===== config.mk =====
export PLATFORM = sky130hd
export DESIGN_NAME = gated_target_tracker_top_flat
export DESIGN_NICKNAME = d
export VERILOG_FILES = /design/src/design/gtt_pkg.sv /design/src/design/gtt_if.sv /design/src/design/gated_target_tracker_top.sv /design/src/design/gtt_metric.sv /design/src/design/gtt_track.sv /design/src/flat_wrapper.sv
export SDC_FILE = /design/constraint.sdc
export NUM_CORES = 2
export LEC_CHECK = 0
export BUFFER_PORTS_ARGS = -buffer_cell sky130_fd_sc_hd__buf_2
export CAP_MARGIN = 20
export CORE_MARGIN = 2
export CORE_UTILIZATION = 37
export DETAILED_ROUTE_END_ITERATION = 6
export SYNTH_ARGS = -nofsm -noshare
export SYNTH_HDL_FRONTEND = slang
export SYNTH_HIERARCHICAL = 1
export SYNTH_SLANG_ARGS = --single-unit

===== constraint.sdc =====
create_clock -name clock -period 26.8 [get_ports clock]
set_input_delay 2.68 -clock clock [delete_from_list [all_inputs] [get_ports clock]]
set_output_delay 2.68 -clock clock [all_outputs]
set_load 0.05 [all_outputs]

===== src/design/gtt_pkg.sv =====
// Package for the gated target tracker: field widths, codes and word types.
// No dependencies; imported by the top level, gtt_metric and gtt_track.

package gtt_pkg;

   // Request modes
   localparam logic [1:0] MODE_DETECT = 2'd0;
   localparam logic [1:0] MODE_EMPTY  = 2'd1;
   localparam logic [1:0] MODE_RESET  = 2'd2;
   localparam logic [1:0] MODE_IGNORE = 2'd3;

   // Register indexes of the csr port
   localparam logic CSR_GATE    = 1'b0;
   localparam logic CSR_TIMEOUT = 1'b1;

   // Register reset values: 1.25 m gate, 3.0 s reacquire window
   localparam logic [15:0] GATE_RESET    = 16'd1250;
   localparam logic [15:0] TIMEOUT_RESET = 16'd3000;

   // Candidate metric is 34 bits wide, all ones when no candidate yet
   localparam int          METRIC_W    = 34;
   localparam logic [33:0] METRIC_ONES = {METRIC_W{1'b1}};

   typedef enum logic [2:0] {
      EV_NONE    = 3'd0,
      EV_NEW     = 3'd1,
      EV_REACQ   = 3'd2,
      EV_LOST    = 3'd3,
      EV_TIMEOUT = 3'd4
   } event_type;

   // One request word as held in the input register
   typedef struct packed {
      logic [1:0]         mode;
      logic signed [15:0] pos_x;
      logic signed [15:0] pos_y;
      logic [15:0]        range_mm;
      logic               last_in_frame;
      logic [31:0]        now_ms;
   } req_item_type;

   // One response word as held in the output register
   typedef struct packed {
      logic               target_valid;
      logic signed [15:0] target_x;
      logic signed [15:0] target_y;
      logic               tracking;
      logic               reacquiring;
      event_type          event_res;
   } rsp_item_type;

   // Decision stage output towards the output register
   typedef struct packed {
      logic         valid;
      rsp_item_type item;
   } rsp_load_type;

endpackage


===== src/design/gtt_if.sv =====
// Valid/ready channel interfaces for the tracker's request and response words.
// Depends on nothing; the package field widths are mirrored here.

interface gtt_req_if;
   logic               valid;
   logic               ready;
   logic [1:0]         mode;
   logic signed [15:0] pos_x;
   logic signed [15:0] pos_y;
   logic [15:0]        range_mm;
   logic               last_in_frame;
   logic [31:0]        now_ms;

   modport source (output valid, mode, pos_x, pos_y, range_mm, last_in_frame, now_ms,
                   input ready);
   modport sink   (input valid, mode, pos_x, pos_y, range_mm, last_in_frame, now_ms,
                   output ready);
endinterface

interface gtt_rsp_if;
   logic               valid;
   logic               ready;
   logic               target_valid;
   logic signed [15:0] target_x;
   logic signed [15:0] target_y;
   logic               tracking;
   logic               reacquiring;
   logic [2:0]         event_res;

   modport source (output valid, target_valid, target_x, target_y, tracking, reacquiring,
                   event_res, input ready);
   modport sink   (input valid, target_valid, target_x, target_y, tracking, reacquiring,
                   event_res, output ready);
endinterface


===== src/design/gated_target_tracker_top.sv =====
// Top level of the gated target tracker: channels, csr registers, word registers.
// Depends on gtt_pkg, gtt_if (gtt_req_if, gtt_rsp_if) and gtt_track.

// The tracker takes one request word per clock unless stalled. While a response
// waits at the output it takes one more word into its input register and then
// holds off. A word passes an input register, then the decision logic (a 16x16
// square of each coordinate difference, their sum and the running-minimum and
// gate compares), then the output register; a word waits in the input register
// while the output register is full and not being taken. Only the
// closing word of a frame (last detection or empty frame) gives a response;
// reset and ignored words give none. Throughput is one word per cycle; the
// input stalls only while the output register is full and not being taken.
// csr writes take effect from the next cycle and should be made while idle.

module gated_target_tracker_top
   import gtt_pkg::*;
(
   input  logic        clock,
   input  logic        reset,
   gtt_req_if.sink     req_chan,
   gtt_rsp_if.source   rsp_chan,
   input  logic        csr_we,
   input  logic        csr_index,
   input  logic [15:0] csr_wdata
);

   logic [15:0]  gate_ff;
   logic [15:0]  timeout_ff;
   logic         in_valid_ff;
   req_item_type in_item_ff;
   logic         rsp_valid_ff;
   rsp_item_type rsp_item_ff;
   logic         fire;
   rsp_load_type load;

   // csr registers
   always_ff @(posedge clock) begin
      if (reset) begin
         gate_ff    <= GATE_RESET;
         timeout_ff <= TIMEOUT_RESET;
      end else if (csr_we) begin
         unique case (csr_index)
            CSR_GATE:    gate_ff    <= csr_wdata;
            CSR_TIMEOUT: timeout_ff <= csr_wdata;
            default:     gate_ff    <= gate_ff;
         endcase
      end
   end

   // Decision fires when the output slot is free or being emptied
   assign fire           = in_valid_ff && (!rsp_valid_ff || rsp_chan.ready);
   assign req_chan.ready = !in_valid_ff || fire;

   // Input register
   always_ff @(posedge clock) begin
      if (reset) begin
         in_valid_ff <= 1'b0;
      end else if (req_chan.valid && req_chan.ready) begin
         in_valid_ff <= 1'b1;
      end else if (fire) begin
         in_valid_ff <= 1'b0;
      end
   end

   always_ff @(posedge clock) begin
      if (req_chan.valid && req_chan.ready) begin
         in_item_ff.mode          <= req_chan.mode;
         in_item_ff.pos_x         <= req_chan.pos_x;
         in_item_ff.pos_y         <= req_chan.pos_y;
         in_item_ff.range_mm      <= req_chan.range_mm;
         in_item_ff.last_in_frame <= req_chan.last_in_frame;
         in_item_ff.now_ms        <= req_chan.now_ms;
      end
   end

   gtt_track u_track (
      .clock      (clock),
      .reset      (reset),
      .fire       (fire),
      .item       (in_item_ff),
      .gate_mm    (gate_ff),
      .timeout_ms (timeout_ff),
      .load       (load)
   );

   // Output register
   always_ff @(posedge clock) begin
      if (reset) begin
         rsp_valid_ff <= 1'b0;
      end else if (load.valid) begin
         rsp_valid_ff <= 1'b1;
      end else if (rsp_chan.ready) begin
         rsp_valid_ff <= 1'b0;
      end
   end

   always_ff @(posedge clock) begin
      if (load.valid) begin
         rsp_item_ff <= load.item;
      end
   end

   assign rsp_chan.valid        = rsp_valid_ff;
   assign rsp_chan.target_valid = rsp_item_ff.target_valid;
   assign rsp_chan.target_x     = rsp_item_ff.target_x;
   assign rsp_chan.target_y     = rsp_item_ff.target_y;
   assign rsp_chan.tracking     = rsp_item_ff.tracking;
   assign rsp_chan.reacquiring  = rsp_item_ff.reacquiring;
   assign rsp_chan.event_res    = rsp_item_ff.event_res;

`ifndef SYNTHESIS
   // A new response only follows a decision cycle
   a_rsp_from_fire: assert property (@(posedge clock) disable iff (reset)
      $rose(rsp_valid_ff) |-> $past(fire))
      else $error("response appeared without a decision");

   // Tracking and reacquiring are never reported together
   a_state_excl: assert property (@(posedge clock) disable iff (reset)
      rsp_chan.valid |-> !(rsp_chan.tracking && rsp_chan.reacquiring))
      else $error("tracking and reacquiring both set");

   // After a timeout a track is held exactly when a new target was picked
   a_timeout_pick: assert property (@(posedge clock) disable iff (reset)
      (rsp_chan.valid && (rsp_chan.event_res == EV_TIMEOUT))
         |-> (rsp_chan.tracking == rsp_chan.target_valid))
      else $error("timeout word inconsistent with selection");

   // A stalled response word is never overwritten
   a_no_overwrite: assert property (@(posedge clock) disable iff (reset)
      (rsp_valid_ff && !rsp_chan.ready) |-> !load.valid)
      else $error("response overwritten while stalled");
`endif

endmodule


===== src/design/gtt_metric.sv =====
// Squared distance between a detection and the last target position.
// Depends on gtt_pkg; purely combinational, two 16x16 squares and one add.

module gtt_metric
   import gtt_pkg::*;
(
   input  logic signed [15:0] pos_x,
   input  logic signed [15:0] pos_y,
   input  logic signed [15:0] last_x,
   input  logic signed [15:0] last_y,
   output logic [32:0]        sq_dist
);

   logic [16:0] dx, dy, ndx, ndy;
   logic [15:0] mag_x, mag_y;
   logic [31:0] sq_x, sq_y;

   // 17-bit differences, magnitude always fits in 16 bits
   assign dx  = {pos_x[15], pos_x} - {last_x[15], last_x};
   assign dy  = {pos_y[15], pos_y} - {last_y[15], last_y};
   assign ndx = 17'd0 - dx;
   assign ndy = 17'd0 - dy;
   assign mag_x = dx[16] ? ndx[15:0] : dx[15:0];
   assign mag_y = dy[16] ? ndy[15:0] : dy[15:0];

   assign sq_x    = {16'd0, mag_x} * {16'd0, mag_x};
   assign sq_y    = {16'd0, mag_y} * {16'd0, mag_y};
   assign sq_dist = {1'b0, sq_x} + {1'b0, sq_y};

endmodule


===== src/design/gtt_track.sv =====
// Track state and per-word decision: frame start, candidate update, frame end.
// Depends on gtt_pkg and gtt_metric.

module gtt_track
   import gtt_pkg::*;
(
   input  logic         clock,
   input  logic         reset,
   input  logic         fire,
   input  req_item_type item,
   input  logic [15:0]  gate_mm,
   input  logic [15:0]  timeout_ms,
   output rsp_load_type load
);

   logic               has_track_ff, has_track_in;
   logic               in_reacq_ff, in_reacq_in;
   logic signed [15:0] last_x_ff, last_x_in;
   logic signed [15:0] last_y_ff, last_y_in;
   logic [31:0]        lost_time_ff, lost_time_in;
   logic               mid_frame_ff, mid_frame_in;
   logic               assoc_ff, assoc_in;
   logic               timed_out_ff, timed_out_in;
   logic               cand_found_ff, cand_found_in;
   logic [33:0]        cand_metric_ff, cand_metric_in;
   logic signed [15:0] cand_x_ff, cand_x_in;
   logic signed [15:0] cand_y_ff, cand_y_in;

   logic [32:0]        sq_dist;
   logic [31:0]        elapsed;
   logic [31:0]        gate_sq;
   logic               is_detect, is_empty, start, expired, frame_end, hit;
   logic               s_has, s_reacq, s_assoc, s_timed;
   logic               c_found;
   logic [33:0]        c_metric, metric;
   logic signed [15:0] c_x, c_y;
   logic               n_found;
   logic [33:0]        n_metric;
   logic signed [15:0] n_x, n_y;
   event_type          ev;
   logic               res_valid_tgt;

   gtt_metric u_metric (
      .pos_x   (item.pos_x),
      .pos_y   (item.pos_y),
      .last_x  (last_x_ff),
      .last_y  (last_y_ff),
      .sq_dist (sq_dist)
   );

   assign elapsed = item.now_ms - lost_time_ff;
   assign gate_sq = {16'd0, gate_mm} * {16'd0, gate_mm};

   // Frame start view: timeout check, association latch, candidate cleared
   always_comb begin
      is_detect = (item.mode == MODE_DETECT);
      is_empty  = (item.mode == MODE_EMPTY);
      start     = !mid_frame_ff;
      expired   = in_reacq_ff && (elapsed > {16'd0, timeout_ms});
      s_has     = (start && expired) ? 1'b0 : has_track_ff;
      s_reacq   = (start && expired) ? 1'b0 : in_reacq_ff;
      s_timed   = start ? expired : timed_out_ff;
      s_assoc   = start ? (s_has || s_reacq) : assoc_ff;
      c_found   = start ? 1'b0 : cand_found_ff;
      c_metric  = start ? METRIC_ONES : cand_metric_ff;
      c_x       = start ? 16'sd0 : cand_x_ff;
      c_y       = start ? 16'sd0 : cand_y_ff;
   end

   // Running minimum; ties keep the earlier detection
   always_comb begin
      metric   = s_assoc ? {1'b0, sq_dist} : {18'd0, item.range_mm};
      n_found  = c_found;
      n_metric = c_metric;
      n_x      = c_x;
      n_y      = c_y;
      if (is_detect && (metric < c_metric)) begin
         n_found  = 1'b1;
         n_metric = metric;
         n_x      = item.pos_x;
         n_y      = item.pos_y;
      end
   end

   assign frame_end = is_empty || (is_detect && item.last_in_frame);
   assign hit       = n_found && (n_metric < {2'd0, gate_sq});

   // Next state
   always_comb begin
      has_track_in   = has_track_ff;
      in_reacq_in    = in_reacq_ff;
      last_x_in      = last_x_ff;
      last_y_in      = last_y_ff;
      lost_time_in   = lost_time_ff;
      mid_frame_in   = mid_frame_ff;
      assoc_in       = assoc_ff;
      timed_out_in   = timed_out_ff;
      cand_found_in  = cand_found_ff;
      cand_metric_in = cand_metric_ff;
      cand_x_in      = cand_x_ff;
      cand_y_in      = cand_y_ff;
      ev             = EV_NONE;
      res_valid_tgt  = 1'b0;

      if (item.mode == MODE_RESET) begin
         // last position is kept
         has_track_in   = 1'b0;
         in_reacq_in    = 1'b0;
         mid_frame_in   = 1'b0;
         assoc_in       = 1'b0;
         timed_out_in   = 1'b0;
         cand_found_in  = 1'b0;
         cand_metric_in = METRIC_ONES;
         cand_x_in      = 16'sd0;
         cand_y_in      = 16'sd0;
      end else if (is_detect || is_empty) begin
         has_track_in = s_has;
         in_reacq_in  = s_reacq;
         if (frame_end) begin
            if (s_assoc) begin
               if (hit) begin
                  res_valid_tgt = 1'b1;
                  ev            = s_reacq ? EV_REACQ : EV_NONE;
                  has_track_in  = 1'b1;
                  in_reacq_in   = 1'b0;
               end else begin
                  if (s_has) begin
                     lost_time_in = item.now_ms;
                     in_reacq_in  = 1'b1;
                     ev           = EV_LOST;
                  end
                  has_track_in = 1'b0;
               end
            end else begin
               if (n_found) begin
                  res_valid_tgt = 1'b1;
                  has_track_in  = 1'b1;
                  ev            = EV_NEW;
               end
               if (s_timed) begin
                  ev = EV_TIMEOUT;
               end
            end
            if (res_valid_tgt) begin
               last_x_in = n_x;
               last_y_in = n_y;
            end
            mid_frame_in   = 1'b0;
            assoc_in       = 1'b0;
            timed_out_in   = 1'b0;
            cand_found_in  = 1'b0;
            cand_metric_in = METRIC_ONES;
            cand_x_in      = 16'sd0;
            cand_y_in      = 16'sd0;
         end else begin
            mid_frame_in   = 1'b1;
            assoc_in       = s_assoc;
            timed_out_in   = s_timed;
            cand_found_in  = n_found;
            cand_metric_in = n_metric;
            cand_x_in      = n_x;
            cand_y_in      = n_y;
         end
      end
   end

   // Response word for the output register
   always_comb begin
      load.valid             = fire && frame_end;
      load.item.target_valid = res_valid_tgt;
      load.item.target_x     = last_x_in;
      load.item.target_y     = last_y_in;
      load.item.tracking     = has_track_in;
      load.item.reacquiring  = in_reacq_in;
      load.item.event_res    = ev;
   end

   // State registers
   always_ff @(posedge clock) begin
      if (reset) begin
         has_track_ff   <= 1'b0;
         in_reacq_ff    <= 1'b0;
         last_x_ff      <= 16'sd0;
         last_y_ff      <= 16'sd0;
         lost_time_ff   <= 32'd0;
         mid_frame_ff   <= 1'b0;
         assoc_ff       <= 1'b0;
         timed_out_ff   <= 1'b0;
         cand_found_ff  <= 1'b0;
         cand_metric_ff <= METRIC_ONES;
         cand_x_ff      <= 16'sd0;
         cand_y_ff      <= 16'sd0;
      end else if (fire) begin
         has_track_ff   <= has_track_in;
         in_reacq_ff    <= in_reacq_in;
         last_x_ff      <= last_x_in;
         last_y_ff      <= last_y_in;
         lost_time_ff   <= lost_time_in;
         mid_frame_ff   <= mid_frame_in;
         assoc_ff       <= assoc_in;
         timed_out_ff   <= timed_out_in;
         cand_found_ff  <= cand_found_in;
         cand_metric_ff <= cand_metric_in;
         cand_x_ff      <= cand_x_in;
         cand_y_ff      <= cand_y_in;
      end
   end

endmodule


===== src/flat_wrapper.sv =====
// flat-port wrapper written by rule: the top's interface ports become plain ports
module gated_target_tracker_top_flat import gtt_pkg::*;
  (clock, reset, csr_we, csr_index, csr_wdata, req_chan_valid, req_chan_mode, req_chan_pos_x, req_chan_pos_y, req_chan_range_mm, req_chan_last_in_frame, req_chan_now_ms, req_chan_ready, rsp_chan_valid, rsp_chan_target_valid, rsp_chan_target_x, rsp_chan_target_y, rsp_chan_tracking, rsp_chan_reacquiring, rsp_chan_event_res, rsp_chan_ready);
  gtt_req_if req_chan_i ();
  gtt_rsp_if rsp_chan_i ();
  input  logic clock;
  input  logic reset;
  input  logic csr_we;
  input  logic csr_index;
  input  logic [15:0] csr_wdata;
  input wire logic [$bits(req_chan_i.valid)-1:0] req_chan_valid;
  input wire logic [$bits(req_chan_i.mode)-1:0] req_chan_mode;
  input wire logic [$bits(req_chan_i.pos_x)-1:0] req_chan_pos_x;
  input wire logic [$bits(req_chan_i.pos_y)-1:0] req_chan_pos_y;
  input wire logic [$bits(req_chan_i.range_mm)-1:0] req_chan_range_mm;
  input wire logic [$bits(req_chan_i.last_in_frame)-1:0] req_chan_last_in_frame;
  input wire logic [$bits(req_chan_i.now_ms)-1:0] req_chan_now_ms;
  output wire logic [$bits(req_chan_i.ready)-1:0] req_chan_ready;
  output wire logic [$bits(rsp_chan_i.valid)-1:0] rsp_chan_valid;
  output wire logic [$bits(rsp_chan_i.target_valid)-1:0] rsp_chan_target_valid;
  output wire logic [$bits(rsp_chan_i.target_x)-1:0] rsp_chan_target_x;
  output wire logic [$bits(rsp_chan_i.target_y)-1:0] rsp_chan_target_y;
  output wire logic [$bits(rsp_chan_i.tracking)-1:0] rsp_chan_tracking;
  output wire logic [$bits(rsp_chan_i.reacquiring)-1:0] rsp_chan_reacquiring;
  output wire logic [$bits(rsp_chan_i.event_res)-1:0] rsp_chan_event_res;
  input wire logic [$bits(rsp_chan_i.ready)-1:0] rsp_chan_ready;
  assign req_chan_i.valid = req_chan_valid;
  assign req_chan_i.mode = req_chan_mode;
  assign req_chan_i.pos_x = req_chan_pos_x;
  assign req_chan_i.pos_y = req_chan_pos_y;
  assign req_chan_i.range_mm = req_chan_range_mm;
  assign req_chan_i.last_in_frame = req_chan_last_in_frame;
  assign req_chan_i.now_ms = req_chan_now_ms;
  assign req_chan_ready = req_chan_i.ready;
  assign rsp_chan_valid = rsp_chan_i.valid;
  assign rsp_chan_target_valid = rsp_chan_i.target_valid;
  assign rsp_chan_target_x = rsp_chan_i.target_x;
  assign rsp_chan_target_y = rsp_chan_i.target_y;
  assign rsp_chan_tracking = rsp_chan_i.tracking;
  assign rsp_chan_reacquiring = rsp_chan_i.reacquiring;
  assign rsp_chan_event_res = rsp_chan_i.event_res;
  assign rsp_chan_i.ready = rsp_chan_ready;
  gated_target_tracker_top u_core (.clock(clock), .reset(reset), .req_chan(req_chan_i), .rsp_chan(rsp_chan_i), .csr_we(csr_we), .csr_index(csr_index), .csr_wdata(csr_wdata));
endmodule

==> results.sh <==
export IMPL_drc=0
export IMPL_initial_utilization=0.3715
export IMPL_synth_xor_area_share=0.03046
export IMPL_synth_fa_ha_area_frac=0.4051
export IMPL_tns_ps=0
export IMPL_status="finished clean"
export IMPL_hpwlAfterDp_mm=84.88
export IMPL_end_kind="flip-flop"
export IMPL_fin_crit_sh=0.6978
export IMPL_synth_async_reset_ratio=0
export IMPL_grt_max_degree=138
export IMPL_fin_worst_skew_ps=15.19
export IMPL_relSlewSlack=0.2414
export IMPL_cts_root_buf="clkbuf_16"
export IMPL_clock_sinks=291
export IMPL_die_w_um=336.7
export IMPL_max_stage_delay_ps=930
export IMPL_critical_path_required_ps=27120
export IMPL_drive_gt1_frac=0.09215
export IMPL_wl_per_cell_um=17.11
export IMPL_path_clk_slew_ps=60
export IMPL_multi_input_area_um2=29790
export IMPL_place_inst=5990
export IMPL_core_area_um2=110200
export IMPL_grt_ovfl_total=0
export IMPL_synth_compound_area_frac=0.1119
export IMPL_max_cap_violations=0
export IMPL_synthSimpleGateAreaFrac=0.1462
export IMPL_via_per_inst=5.006
export IMPL_crit_arrival_ps=19020
export IMPL_antenna_found_initial=7
export IMPL_insertion_delay_ps=590
export IMPL_numCtsBuffers=31
export IMPL_drt_iter0_drc=1763
export IMPL_ys_seq_area_frac=0.1718
export IMPL_core_rowCount=122
export IMPL_ys_ff_latch=291
export IMPL_synth_cells=4469
export IMPL_synth_edf_count=121
export IMPL_cts_hold_buffers_added=0
export IMPL_synth_area_um2=40950
export IMPL_hold_path_class="reg2reg"
export IMPL_dieArea_um2=113300
export IMPL_grt_pass1_wl_mm=168.6
export IMPL_fill_cells=11100
export IMPL_syn_avg_cell_area_um2=9.163
export IMPL_min_period_ps=18700
export IMPL_hold_slack_ps=459.7
export IMPL_worstSetupStartpointType="flip-flop"
export IMPL_final_util=0.4009
export IMPL_area_growth_pct=7.911
export IMPL_port_buffers=144
export IMPL_max_clock_path_buffers=3
export IMPL_slew_viol_final=0
export IMPL_grt_usage=0.1851
export IMPL_synth_mux_area_frac=0.03279
export IMPL_synth_top_family_by_area="adder cells"
export IMPL_max_freq_mhz=53.47
export IMPL_final_cells=6050
export IMPL_rsz0062_at_grt="no"
export IMPL_num_io_pins=145
export IMPL_regArea_um2=7038
export IMPL_cts_resized=0
export IMPL_cp_slowest_cell="xnor2_1"
export IMPL_dr_pass1_iters=6
export IMPL_drtAntennaViolNets=0
export IMPL_path_class="reg2reg"
export IMPL_wl_mm=103.5
export IMPL_max_flop_register="u_core/in_item_ff"
export IMPL_ys_warn_count=6
export IMPL_final_cell_mix="inv_1, fa_1, ha_1"
export IMPL_largest_register_ffs=83
export IMPL_synth_fp_nets=5565
export IMPL_finalSetupViolations=0
export IMPL_crit_top_cell="a21o_1"
export IMPL_globalplace_congestion=0.9094
export IMPL_nets=5631
export IMPL_grt_pass1_vias=31310
export IMPL_cts_setup_buffers=0
export IMPL_worstMarginPinSlew_ps=1134
export IMPL_synth_main_ff_cell="dfxtp_1"
export IMPL_die_h_um=336.7
export IMPL_reg2regPathDepth=59
export IMPL_cp_max_fo=85
export IMPL_h_tree_depth=1
export IMPL_reg_largest_list="u_core/in_item_ff x83, u_core/u_track/cand_metric_ff x34, u_core/u_track/lost_time_ff x32"
export IMPL_hold_depth=1
export IMPL_layout_commonest_cell="inv_1"
export IMPL_cts_tree="yes"
export IMPL_synth_cell_types=103
export IMPL_finalHoldViolCount=0
export IMPL_vias=30290
[through the flow]
stage	instance area, um2	worst slack (ps)
2_1_floorplan	40950	11590
3_3_place_gp	43230	8251
3_5_place_dp	43250	8266
4_1_cts	44180	8254
5_1_grt	44180	6875
6_report	44190	8099
[worst max-delay path, delay by kind of cell, from the launching register on]
family / cells / cell delay [ps]
adders and majority gates: 12 / 5440
and+or+nand+nor: 8 / 2160
AOI/OAI and AO/OA: 26 / 6040
buffers and inverters: 9 / 2190
xor gates and xnor gates: 2 / 1060
muxes: 2 / 1020
DFF: 1 / 430
[cell families (layout without fill, tap and decap cells)]
kind of cell	count (synthesis)	in the layout
fa+ha+maj	991	991
mux	126	126
simple gates	1196	1196
other cells	0	4
compound gates	645	645
buf+inv	1080	1169
flops	291	291
xor+xnor	140	140
[metal layers]
| layer | up-vias | global-route usage | wire length [um] |
|---|---|---|---|
| met2 | 670 | 0.3137 | 48820 |
| met4 | 8 | 0.04056 | 2320 |
| met3 | 132 | 0.02260 | 5344 |
| met5 | - | 0 | 39 |
| li1 | 14590 | - | - |
| met1 | 14890 | 0.2526 | 46980 |
[synth_stat cells, types with 48 or more instances]
| library cell | count | area share |
|---|---|---|
| dfxtp_1 | 170 | 0.083 |
| fa_1 | 558 | 0.27 |
| mux2i_1 | 61 | 0.015 |
| a21oi_1 | 128 | 0.016 |
| nand2_1 | 300 | 0.028 |
| nand3_1 | 52 | 0.0064 |
| and2_1 | 64 | 0.0098 |
| ha_1 | 433 | 0.13 |
| nor2_1 | 333 | 0.031 |
| o21ai_0 | 104 | 0.013 |
| inv_1 | 909 | 0.083 |
| nand2b_1 | 156 | 0.024 |
| a21o_1 | 76 | 0.014 |
| a31oi_1 | 48 | 0.0073 |
| mux2_2 | 61 | 0.017 |
| edfxtp_1 | 121 | 0.089 |
| xnor2_1 | 84 | 0.018 |
| xor2_1 | 54 | 0.012 |
| clkbuf_1 | 108 | 0.0099 |
[layout make-up]
type                       count  share of cell area
antenna                        4           0.0002265
clock buffer                  44             0.01889
clock inverter                12            0.002180
inverter                     919             0.07807
multi-input combinational   3098              0.6743
sequential                   291              0.1593
tap                         1488             0.04213
timing repair buffer         194             0.02495
[final timing paths]
| check | slack (ps) | endpoint | start |
|---|---|---|---|
| worst min-delay path | 460 | u_core/timeout_ff[8] | u_core/timeout_ff[8] |
| worst max-delay path | 8100 | u_core/rsp_chan.target_x[4] | u_core/in_item_ff[54] |
| worst min register to register | 460 | u_core/timeout_ff[8] | u_core/timeout_ff[8] |
| worst max register to register | 8100 | u_core/rsp_chan.target_x[4] | u_core/in_item_ff[54] |
Power is not shown: default switching activity piles up to over one toggle a cycle in this logic, so the estimate is an artifact.
